==> src/rtl/piecewise_cubic_bezier_joint_sampler_defines.svh <==
// assertion macros for the bezier joint sampler
`ifndef PIECEWISE_CUBIC_BEZIER_JOINT_SAMPLER_DEFINES_SVH
`define PIECEWISE_CUBIC_BEZIER_JOINT_SAMPLER_DEFINES_SVH

// implication checked at every edge outside reset
`define PCB_ASSERT_IMP(label, clk, rst_n, ante, cons, msg) \
  label: assert property (@(posedge clk) disable iff (!rst_n) (ante) |-> (cons)) \
    else $error(msg);

// next-cycle implication
`define PCB_ASSERT_NXT(label, clk, rst_n, ante, cons, msg) \
  label: assert property (@(posedge clk) disable iff (!rst_n) (ante) |=> (cons)) \
    else $error(msg);

`endif

==> src/rtl/pcbjs_pkg.sv <==
// ----------------------------------------------------------------------------
// pcbjs_pkg
// types, constants and helpers shared by the bezier joint sampler
// ----------------------------------------------------------------------------
package pcbjs_pkg;

  localparam int MaxJoints   = 32;
  localparam int MaxSegments = 16;
  localparam int JW = $clog2(MaxJoints);
  localparam int SW = $clog2(MaxSegments);
  localparam int TFRAC = 28;

  localparam logic [1:0] OP_TICK    = 2'd0;
  localparam logic [1:0] OP_LOADSEG = 2'd1;
  localparam logic [1:0] OP_LOADLIM = 2'd2;
  localparam logic [1:0] OP_RESTART = 2'd3;

  localparam logic [1:0] CFG_TICK_PERIOD = 2'd0;
  localparam logic [1:0] CFG_TOTAL_TIME  = 2'd1;
  localparam logic [1:0] CFG_JOINT_COUNT = 2'd2;

  typedef struct packed {
    logic [1:0]         operation;
    logic [4:0]         joint;
    logic [3:0]         segment;
    logic [31:0]        seg_start;
    logic [31:0]        seg_end;
    logic signed [31:0] point_start;
    logic signed [31:0] point_out;
    logic signed [31:0] point_in;
    logic signed [31:0] point_end;
    logic signed [31:0] limit_low;
    logic signed [31:0] limit_high;
    logic               limit_enabled;
  } in_item_t;

  typedef struct packed {
    logic [4:0]         joint_index;
    logic signed [31:0] position;
    logic signed [31:0] velocity;
    logic signed [31:0] acceleration;
    logic [25:0]        progress_ms;
    logic               finished;
    logic               last;
  } out_item_t;

  // controller to datapath
  typedef struct packed {
    logic       load_seg;
    logic       load_lim;
    logic       restart;
    logic       tick_begin;   // advance time
    logic       joint_begin;  // restart segment search
    logic       seg_read;     // issue segment read
    logic       seg_check;    // compare read entry
    logic       div_start;
    logic       div_step;
    logic [3:0] eval_step;    // eval sequence index
    logic       emit;
    logic [JW-1:0] joint;
    logic       last;
  } ctl_t;

  // datapath to controller
  typedef struct packed {
    logic found;       // current entry ends at or after elapsed
    logic seg_last;    // searched entry is last of count
    logic no_segs;
  } sts_t;

  function automatic logic signed [31:0] sat32(input logic signed [37:0] v);
    if (v > 38'sd2147483647) return 32'sh7fffffff;
    if (v < -38'sd2147483648) return 32'sh80000000;
    return v[31:0];
  endfunction

endpackage

==> src/rtl/pcbjs_ctrl.sv <==
// ----------------------------------------------------------------------------
// pcbjs_ctrl
// sequencer: applies loads and restart, walks joints, segment search, divide and evaluation steps
// ----------------------------------------------------------------------------
`include "piecewise_cubic_bezier_joint_sampler_defines.svh"
module pcbjs_ctrl (
  input  logic                 clk,
  input  logic                 rst_n,
  input  logic                 in_start,
  input  logic [1:0]           op,
  input  logic [5:0]           joint_count,
  input  logic                 plan_ready,
  input  pcbjs_pkg::sts_t      sts,
  output logic                 in_busy,
  output pcbjs_pkg::ctl_t      ctl
);
  localparam logic [2:0] S_IDLE = 3'd0;
  localparam logic [2:0] S_READ = 3'd1;
  localparam logic [2:0] S_CHK  = 3'd2;
  localparam logic [2:0] S_DIV  = 3'd3;
  localparam logic [2:0] S_EVAL = 3'd4;
  localparam logic [2:0] S_EMIT = 3'd5;
  localparam logic [2:0] S_JNT  = 3'd6;

  localparam int CntW = pcbjs_pkg::JW + 1;
  localparam int EvalSteps = 8;

  logic [2:0] state_r, state_nxt;
  logic [CntW-1:0] n_r, n_nxt;
  logic [pcbjs_pkg::JW-1:0] j_r, j_nxt;
  logic [4:0] dcnt_r, dcnt_nxt;
  logic [3:0] ecnt_r, ecnt_nxt;
  logic accept;
  logic [CntW-1:0] ncap;

  assign accept = in_start && !in_busy;
  assign in_busy = (state_r != S_IDLE);
  assign ncap = (joint_count > 6'(pcbjs_pkg::MaxJoints)) ?
                CntW'(pcbjs_pkg::MaxJoints) : CntW'(joint_count);

  always_comb begin
    state_nxt = state_r;
    n_nxt = n_r;
    j_nxt = j_r;
    dcnt_nxt = dcnt_r;
    ecnt_nxt = ecnt_r;
    ctl = '0;
    ctl.joint = j_r;
    ctl.last = ({1'b0, j_r} + 1'b1) == n_r;
    unique case (state_r)
      S_IDLE: begin
        if (accept) begin
          unique case (op)
            pcbjs_pkg::OP_LOADSEG: ctl.load_seg = 1'b1;
            pcbjs_pkg::OP_LOADLIM: ctl.load_lim = 1'b1;
            pcbjs_pkg::OP_RESTART: ctl.restart = 1'b1;
            default: begin
              if (plan_ready && joint_count != '0) begin
                ctl.tick_begin = 1'b1;
                n_nxt = ncap;
                j_nxt = '0;
                state_nxt = S_JNT;
              end
            end
          endcase
        end
      end
      S_JNT: begin
        ctl.joint_begin = 1'b1;
        state_nxt = S_READ;
      end
      S_READ: begin
        ctl.seg_read = 1'b1;
        state_nxt = S_CHK;
      end
      S_CHK: begin
        if (sts.no_segs) begin
          state_nxt = S_EMIT;
        end else begin
          ctl.seg_check = 1'b1;
          if (sts.found || sts.seg_last) begin
            ctl.div_start = 1'b1;
            dcnt_nxt = '0;
            state_nxt = S_DIV;
          end else begin
            state_nxt = S_READ;
          end
        end
      end
      S_DIV: begin
        ctl.div_step = 1'b1;
        dcnt_nxt = dcnt_r + 1'b1;
        if (dcnt_r == 5'(pcbjs_pkg::TFRAC - 1)) begin
          ecnt_nxt = '0;
          state_nxt = S_EVAL;
        end
      end
      S_EVAL: begin
        ctl.eval_step = ecnt_r;
        ecnt_nxt = ecnt_r + 1'b1;
        if (ecnt_r == 4'(EvalSteps - 1)) state_nxt = S_EMIT;
      end
      S_EMIT: begin
        ctl.emit = 1'b1;
        if (ctl.last) begin
          state_nxt = S_IDLE;
        end else begin
          j_nxt = j_r + 1'b1;
          state_nxt = S_JNT;
        end
      end
      default: state_nxt = S_IDLE;
    endcase
  end

  always_ff @(posedge clk) begin
    if (!rst_n) begin
      state_r <= S_IDLE;
      n_r <= '0;
      j_r <= '0;
      dcnt_r <= '0;
      ecnt_r <= '0;
    end else begin
      state_r <= state_nxt;
      n_r <= n_nxt;
      j_r <= j_nxt;
      dcnt_r <= dcnt_nxt;
      ecnt_r <= ecnt_nxt;
    end
  end

  `PCB_ASSERT_IMP(a_emit_in_emit, clk, rst_n, ctl.emit, state_r == S_EMIT, "emit outside emit")
  `PCB_ASSERT_NXT(a_tick_busy, clk, rst_n, ctl.tick_begin, in_busy, "tick did not go busy")
  `PCB_ASSERT_IMP(a_joint_range, clk, rst_n, in_busy, {1'b0, j_r} < n_r, "joint beyond count")
endmodule

==> config.mk <==
export PLATFORM = sky130hd
export DESIGN_NAME = pcbjs_ctrl
export DESIGN_NICKNAME = d
export VERILOG_FILES = /design/src/rtl/pcbjs_pkg.sv /design/src/rtl/pcbjs_ctrl.sv
export VERILOG_INCLUDE_DIRS = /design/src /design/src/rtl
export SDC_FILE = /design/constraint.sdc
export NUM_CORES = 1
export LEC_CHECK = 0
export BUFFER_PORTS_ARGS = -buffer_cell sky130_fd_sc_hd__buf_2
export CAP_MARGIN = 10
export CORE_MARGIN = 10
export CORE_UTILIZATION = 40
export CTS_BUF_LIST = sky130_fd_sc_hd__clkbuf_2
export DETAILED_ROUTE_END_ITERATION = 8
export GPL_TIMING_DRIVEN = 0
export PLACE_DENSITY_LB_ADDON = 0.2
export SLEW_MARGIN = 20
export SYNTH_ARGS = -nofsm -noshare
export SYNTH_HDL_FRONTEND = slang
export SYNTH_SLANG_ARGS = --single-unit
==> constraint.sdc <==
create_clock -name clk -period 3.3 [get_ports clk]
set_input_delay 0.33 -clock clk [delete_from_list [all_inputs] [get_ports clk]]
set_output_delay 0.33 -clock clk [all_outputs]
set_load 0.02 [all_outputs]
==> metrics.yaml, run 1 <==
reg2reg_slack_ns: 1.14
dp_hpwl_um: 2802
cpMaxStageDelayCell: "nor4b_2"
fill_cells: 354
mostFrequentLayoutCells: "buf_2, dfxtp_1, nor2_1"
tightest_slew_ns: 0.7945
pin_count: 36
port_buffers: 35
regToRegStartpoint: "state_r[0]$_SDFFE_PN0P_"
critPathKind: "reg -> out"
drtAntennaViolNets: 0
cp_cell_sequence: "ha_1, xnor2_1, nand2_1, nor4b_2, and2_1, buf_2"
cts.clk_slew.worst_paths_ns: 0.21
track_usage_pct: 11.24
seqPwrFrac_pct: 44.0
internal_power_mw: 0.4275
drc: 0
dp.cells: 254
antenna_found_initial: 0
p_leak_nw: 0.6998
wire_per_inst_um: 13.50
power_density_nw_per_um2: 431.1
worstPathArrival_ns: 2.23
setup_viol: 0
start_kind: "register"
p_sw_mw: 0.2705
cts.root.buffer_cell: "clkbuf_2"
post_cts_resized: 0
fin_crit_sh_pct: 77.72
grt_pass1_wl_um: 5892
outcome: "complete, no violations"
min_path_type: "in -> reg"
drv_cap: 0
hold_viol: 0
postCtsSetupRepairBufs: 0
synth.net_count: 192
cts_buffers: 3
tns_ns: 0
synthCells: 173
clock-sinks: 23
final.setup.worst_slack_ns: 0.7354
swShare_pct: 38.75
max_freq_ghz: 0.3899
post-place-ws_ns: 1.102
gp_congestion: 0.8543
diodes: 0
core_um2: 3311
slowest_delay_ns: 0.53
syn-cell-area_um2: 1366
hp-start: "joint_count[5]"
cts_tree: "done"
yosysTopAreaCellShare_pct: 33.70
drt-total-wl_um: 3483
std_cell_rows: 21
grtUsageMet2_pct: 17.93
grt_busiest_layer: "met2"
drive_above_1_share_pct: 20.28
ys_seq_elements: 23
die_h_um: 78.45
synth_seq_area_share_pct: 33.70
die_w_um: 78.45
rsz0062_at_grt: "false"
cts_buffer_depth: 2
vias_per_cell: 5.178
num_vias: 1336
htree_levels: 1
relSlewSlack_pct: 46.92
use_met3_pct: 3.645
finalClockSkew_ns: 0.007019
finalCoreUtilization_pct: 48.90
drt_iter0_drc: 132
yosys-top-cells-area: "dfxtp_1, a21oi_1, nor2_1"
layout_commonest_cell: "buf_2"
synth_warnings: 0
yosysUniqueCellTypes: 39
grt-ovfl-total: 0
first_pass_iters: 4
startpoint: "j_r[0]$_SDFFE_PN0P_"
grt_max_degree: 13
endpoint_kind: "primary output"
dieArea_um2: 6154
grtUsageMet1_pct: 13.95
synth_top_area_cell: "dfxtp_1"
clockPowerShare_pct: 16.3
first_global_vias: 1293
initial_utilization_pct: 41.27
drv_slew: 0
synth.avg_cell_area_um2: 7.898
comb_power_share_pct: 39.7
final_nets: 232
stdcell_count: 258
fin_crit_ns: 2.565
ctsHoldBuffers: 0
syn2layout_area_growth_pct: 18.50
clk_latency_ns: 0.32
worstPathMaxFanout: 7
hold_slack_ns: 0.2687
worstPathRequired_ns: 2.97
ir_drop_mv: 0.2585
area by class of cell:
class	instances	area, um^2	share of cell area, %
clock buffers	4	20.02	1.236
well taps	46	57.56	3.555
plain buffers	7	35.03	2.164
inverters	8	30.03	1.855
multi-input cells	135	840.8	51.93
repair buffers	35	175.2	10.82
flip-flops and latches	23	460.4	28.44
power groups by stage:
stage               Sequential [mW]  Combinational [mW]  Clock, mW
floorplan                     0.310               0.199          0
global placement              0.312               0.271          0
detailed placement            0.313               0.276          0
CTS                           0.307               0.278      0.122
global route                  0.309               0.312      0.133
finish                        0.307               0.277      0.114
logic make-up (layout without fill, tap and decap cells):
kind of cell             Yosys count  count (layout)  synth area share (%)
XOR/XNOR                           9               9                 5.769
buffers and inverters             15              54                 4.762
flip-flops                        23              23                 33.70
adder cells (fa/ha/maj)            4               4                 3.663
AO/OA/AOI/OAI                     37              37                 17.40
AND/OR/NAND/NOR                   82              82                 32.51
multiplexers                       3               3                 2.198
routing by layer:
metal	routed length [um]	vias to the layer above
met3	209	2
met1	1617	607
li1	-	695
met5	0	-
met2	1640	32
met4	14	0
path summary, 6_finish.rpt:
kind                             end  cells past startpoint
max                           ctl[0]                      6
min              n_r[5]$_SDFFE_PN0P_                      3
min reg2reg      n_r[5]$_SDFFE_PN0P_                      2
max reg2reg  state_r[0]$_SDFFE_PN0P_                      6
critical path, delay by kind of cell (launching register included):
kind / cells / cell delay, ns
buffers and inverters: 1 / 0.16
xor gates and xnor gates: 1 / 0.15
DFF: 1 / 0.50
and+or+nand+nor: 3 / 0.81
adders and majority gates: 1 / 0.29
metrics by stage:
| stage | total power, mW | instance area [um^2] |
|---|---|---|
| 3_3_place_gp | 0.5821 | 1599 |
| 3_5_place_dp | 0.5886 | 1599 |
| 6_report | 0.6980 | 1619 |
| 2_1_floorplan | 0.5094 | 1366 |
| 5_1_grt | 0.7536 | 1619 |
| 4_1_cts | 0.7066 | 1619 |
cell usage after synthesis:
library cell	n
dfxtp_1	23
nor2_1	17
nand2_1	16
a21oi_1	13
inv_1	8
nand3_1	8
nand3b_1	8
o21ai_0	8
nor3_1	7
and2_1	6
nand2b_1	6
clkbuf_1	5
xor2_1	5
ha_1	4
xnor2_1	4
a211oi_1	3
a221oi_1	3
mux2i_1	3
a31o_1	2
and3_1	2
nand4_1	2
nor3b_1	2
or3_1	2
a2111oi_0	1
a21o_1	1
a22oi_1	1
a31o_2	1
a41o_1	1
and2_0	1
and3b_1	1
and4b_1	1
buf_2	1
buf_6	1
nand4bb_1	1
nor4_1	1
nor4b_2	1
o21a_1	1
o21bai_1	1
o221ai_1	1
sequential cells by signal, indices dropped and copies added, names as in the netlist:
name	count
dcnt_r	5
n_r	6
j_r	5
ecnt_r	4
state_r	3
No activity file was read; power rests on OpenSTA's default activity.
==> run 2, diff against run 1 <==
==> constraint.sdc (replaced) <==
create_clock -name clk -period 2.25 [get_ports clk]
set_input_delay 0.225 -clock clk [delete_from_list [all_inputs] [get_ports clk]]
set_output_delay 0.225 -clock clk [all_outputs]
set_load 0.02 [all_outputs]
==> metrics.yaml, run 2 (same netlist as run 1, synthesis figures left out) <==
layout_commonest_cell: "buf_2"
relSlewSlack_pct: 68.30
max_freq_ghz: 0.4706
largest_reg_flops: 6
ctsHoldBuffers: 0
cp_cell_sequence: "ha_4, and3b_1, or3_1, a31o_1, and2_1, buf_2"
p_total_mw: 1.041
drc: 0
post-place-ws_ns: 0.1368
tns_ns: 0
min_path_type: "in -> reg"
grt-ovfl-total: 0
cts.root.buffer_cell: "clkbuf_2"
cts_buffer_depth: 2
die_h_um: 78.45
port_buffers: 35
power_density_nw_per_um2: 616.6
whs_path_depth: 3
finalClockSkew_ns: 0.005413
fin_crit_sh_pct: 94.43
first_global_vias: 1311
vias_per_cell: 5.130
drv_slew: 0
drv_cap: 0
drt-total-wl_um: 3605
hold_slack_ns: 0.1556
drive_above_1_share_pct: 24.07
grt_max_degree: 13
worstPathArrival_ns: 1.90
final_nets: 236
pin_count: 36
core_um2: 3311
cts_buffers: 3
start_kind: "register"
std_cell_rows: 21
hold_viol: 0
fill_cells: 349
rr_worst_depth: 7
num_vias: 1344
critical-path-top-delay-family: "simple AND/OR/NAND/NOR gates"
slowest_delay_ns: 0.41
gp_congestion: 0.8543
first_pass_iters: 5
hp-start: "joint_count[5]"
initial_utilization_pct: 41.27
clk_latency_ns: 0.32
regArea_um2: 467.9
syn2layout_area_growth_pct: 23.53
critPathKind: "reg -> out"
regToRegStartpoint: "j_r[1]$_SDFFE_PN0P_"
die_w_um: 78.45
worstPathMaxFanout: 6
clock-sinks: 23
top_register: "n_r"
outcome: "complete, no violations"
fin_crit_ns: 2.125
cts.clk_slew.worst_paths_ns: 0.21
antenna_found_initial: 0
min_to: "n_r[5]$_SDFFE_PN0P_"
reg2reg_to: "state_r[1]$_SDFFE_PN0P_"
dp_hpwl_um: 2802
ir_drop_mv: 0.3819
dieArea_um2: 6154
grt_pass1_wl_um: 5968
track_usage_pct: 11.40
reg_top3: "n_r (6), dcnt_r (5), j_r (5)"
finalCoreUtilization_pct: 50.98
drt_iter0_drc: 122
wire_per_inst_um: 13.76
cts_tree: "done"
htree_levels: 1
reg2reg_slack_ns: 0.20
diodes: 0
drtAntennaViolNets: 0
worstPathRequired_ns: 2.03
mostFrequentLayoutCells: "buf_2, dfxtp_1, nor2_1"
final.setup.worst_slack_ns: 0.1252
p_leak_nw: 0.7318
rsz0062_at_grt: "false"
setup_viol: 0
tightest_slew_ns: 0.4734
endpoint_kind: "primary output"
multi_input_area_um2: 872.1
crit_buf_inv: 1
cpMaxStageDelayCell: "dfxtp_4"
run 2: changes by cell type in the layout (fill, tap and decap cells not counted), sizes merged:
cell	before	now
buf	37	41
run 2: final cells by class:
type / count / area share, %
multi-input cells: 135 / 51.67
inverters: 8 / 1.779
repair buffers: 39 / 12.16
clock buffers: 4 / 1.186
well taps: 46 / 3.410
flip-flops and latches: 23 / 27.72
plain buffers: 7 / 2.076
run 2: how the worst max path moves through the flow:
stage | from | to | slack (ns) | cells after the start
6_report | j_r[1]$_SDFFE_PN0P_ | ctl[0] | 0.13 | 6
5_1_grt | j_r[1]$_SDFFE_PN0P_ | ctl[0] | 0.003 | 6
4_1_cts | j_r[0]$_SDFFE_PN0P_ | ctl[0] | 0.01 | 6
3_5_place_dp | state_r[0]$_SDFFE_PN0P_ | state_r[0]$_SDFFE_PN0P_ | 0.14 | 6
3_3_place_gp | state_r[0]$_SDFFE_PN0P_ | state_r[0]$_SDFFE_PN0P_ | 0.19 | 6
2_1_floorplan | j_r[0]$_SDFFE_PN0P_ | j_r[2]$_SDFFE_PN0P_ | 0.28 | 6
run 2: worst reg2reg max path, cell delays in order (launching register included):
cell and delay [ns]:
dfxtp_4 0.41, ha_4 0.17, and3b_1 0.16, or3_1 0.34
a31o_1 0.20, buf_4 0.15, a21o_1 0.24, a221oi_1 0.30
run 2: stage by stage:
stage                     area, um^2  cells
after floorplan                 1366    173
after global placement          1599    254
after detailed placement        1599    254
after CTS                       1655    261
after global routing            1688    262
final                           1688    262
run 2: what timing repair did:
| item | 4_1_cts | 5_1_grt |
|---|---|---|
| resized for setup | 4 | 5 |
| setup endpoints to repair | 1 | 10 |
| cloned | 0 | 0 |
| buffers inserted | 3 | 1 |
| pin swaps | 1 | 0 |
run 2: routing by layer:
metal | GRT usage [%] | vias up | wire length, um
met4 | 3.405 | 0 | 14
li1 | - | 700 | -
met5 | 0 | - | 0
met3 | 3.531 | 2 | 174
met1 | 14.15 | 615 | 1675
met2 | 18.42 | 27 | 1740
run 2: power by group:
| part | switching [mW] | total, mW | internal (mW) |
|---|---|---|---|
| Sequential | 0.0150 | 0.448 | 0.433 |
| Combinational | 0.269 | 0.423 | 0.154 |
| Clock | 0.123 | 0.170 | 0.0470 |
==> run 3, diff against run 2 <==
--- a/config.mk
+++ b/config.mk
@@ -10,7 +10,7 @@
 export CAP_MARGIN = 10
 export CORE_MARGIN = 10
 export CORE_UTILIZATION = 40
-export CTS_BUF_LIST = sky130_fd_sc_hd__clkbuf_2
+export CTS_BUF_LIST = sky130_fd_sc_hd__clkbuf_8
 export DETAILED_ROUTE_END_ITERATION = 8
 export GPL_TIMING_DRIVEN = 0
 export PLACE_DENSITY_LB_ADDON = 0.2
==> metrics.yaml, run 3 (same netlist as run 1, synthesis figures left out) <==
top_register: "n_r"
p_total_mw: 1.117
initial_utilization_pct: 41.27
dieArea_um2: 6154
seqPwrFrac_pct: 40.1
hold_viol: 0
ir_drop_mv: 0.2709
gp_congestion: 0.8543
grtUsageMet1_pct: 14.01
clock-sinks: 23
grt_busiest_layer: "met2"
worstPathRequired_ns: 2.03
fill_cells: 343
drv_slew: 0
tns_ns: 0
dp_hpwl_um: 2802
antenna_found_initial: 0
internal_power_mw: 0.7046
worstPathMaxFanout: 9
reg_top3: "n_r (6), dcnt_r (5), j_r (5)"
slowest_delay_ns: 0.49
grtUsageMet2_pct: 18.09
largest_reg_flops: 6
relSlewSlack_pct: 65.89
cts_buffers: 3
first_global_vias: 1311
p_leak_nw: 0.7287
finalCoreUtilization_pct: 51.10
pin_count: 36
critPathKind: "reg -> out"
htree_levels: 1
track_usage_pct: 11.30
cpMaxStageDelayCell: "nor3_1"
core_um2: 3311
cp_cell_sequence: "clkbuf_1, nor3_1, nand2_1, inv_1, buf_2"
port_buffers: 35
tightest_slew_ns: 0.5077
drtAntennaViolNets: 0
cts_buffer_depth: 2
rsz0062_at_grt: "false"
num_vias: 1345
fin_crit_ns: 2.116
drt_iter0_drc: 85
power_density_nw_per_um2: 660.4
mostFrequentLayoutCells: "buf_2, dfxtp_1, nor2_1"
comb_power_share_pct: 37.2
drive_above_1_share_pct: 22.54
endpoint_kind: "primary output"
swShare_pct: 36.94
first_pass_iters: 4
cts.clk_slew.worst_paths_ns: 0.08
use_met3_pct: 3.303
min_path_type: "in -> reg"
crit_buf_inv: 3
cts_tree: "done"
grt-ovfl-total: 0
finalClockSkew_ns: 0.002057
layout_commonest_cell: "buf_2"
clockPowerShare_pct: 22.7
worstPathArrival_ns: 1.89
setup_viol: 0
p_sw_mw: 0.4127
syn2layout_area_growth_pct: 23.81
die_w_um: 78.45
drv_cap: 0
grt_pass1_wl_um: 5920
drt-total-wl_um: 3554
vias_per_cell: 5.193
grt_max_degree: 13
die_h_um: 78.45
drc: 0
outcome: "complete, no violations"
start_kind: "register"
fin_crit_sh_pct: 94.06
wire_per_inst_um: 13.72
max_freq_ghz: 0.4725
cts.root.buffer_cell: "clkbuf_8"
final_nets: 233
critical-path-top-delay-family: "simple AND/OR/NAND/NOR gates"
clk_latency_ns: 0.26
std_cell_rows: 21
diodes: 0
[run 3: final cells by class]
type | count | area, um^2 | share of cell area [%]
buffer | 7 | 35.03 | 2.071
inverter | 8 | 30.03 | 1.775
clock buffer | 3 | 41.29 | 2.441
tap | 46 | 57.56 | 3.402
clock inverter | 1 | 3.754 | 0.2219
sequential | 23 | 465.4 | 27.51
timing repair buffer | 36 | 182.7 | 10.80
multi-input combinational | 135 | 875.8 | 51.78
[run 3: path summary, 6_finish.rpt]
check	depth (start not counted)	start	end	slack, ns
worst max-delay path	5	state_r[0]$_SDFFE_PN0P_	ctl[16]	0.13
worst min-delay path	3	joint_count[5]	n_r[5]$_SDFFE_PN0P_	0.25
worst max register to register	6	j_r[0]$_SDFFE_PN0P_	state_r[1]$_SDFFE_PN0P_	0.28
worst min register to register	2	n_r[5]$_SDFFE_PN0P_	n_r[5]$_SDFFE_PN0P_	0.49
[run 3: routing by layer]
metal,routed length (um),part of all wire (%)
met5,0,0
met3,200,5.6
met4,17,0.48
met2,1674,47
met1,1663,47
[run 3: what timing repair did]
item                                    CTS  global route
hold endpoints to repair                  0             0
gates resized for setup                   2             6
endpoints found under the setup margin    1             8
pin swaps                                 1             0
buffers inserted                          1             0
hold buffers                              0             0
[run 3: stage by stage]
step	worst slack [ns]	instance area [um^2]	hold slack (ns)	cells
floorplan	0.2807	1366	0.3610	173
global placement	0.1903	1599	0.4598	254
global route	0.002080	1692	0.2354	259
detailed placement	0.1368	1599	0.4693	254
finish	0.1338	1692	0.2461	259
CTS	0.05578	1663	0.2370	259
[run 3: power by group through the flow]
stage,Sequential [mW],Combinational [mW],Clock (mW)
6_report,0.448,0.415,0.253
5_1_grt,0.452,0.464,0.279
4_1_cts,0.449,0.410,0.260
3_5_place_dp,0.459,0.405,0
3_3_place_gp,0.457,0.397,0
2_1_floorplan,0.455,0.292,0
[run 3: worst min-delay path, delay by kind of cell]
family          cells  cell delay [ns]
buf+inv             1             0.13
simple gates        1             0.06
compound gates      1             0.05
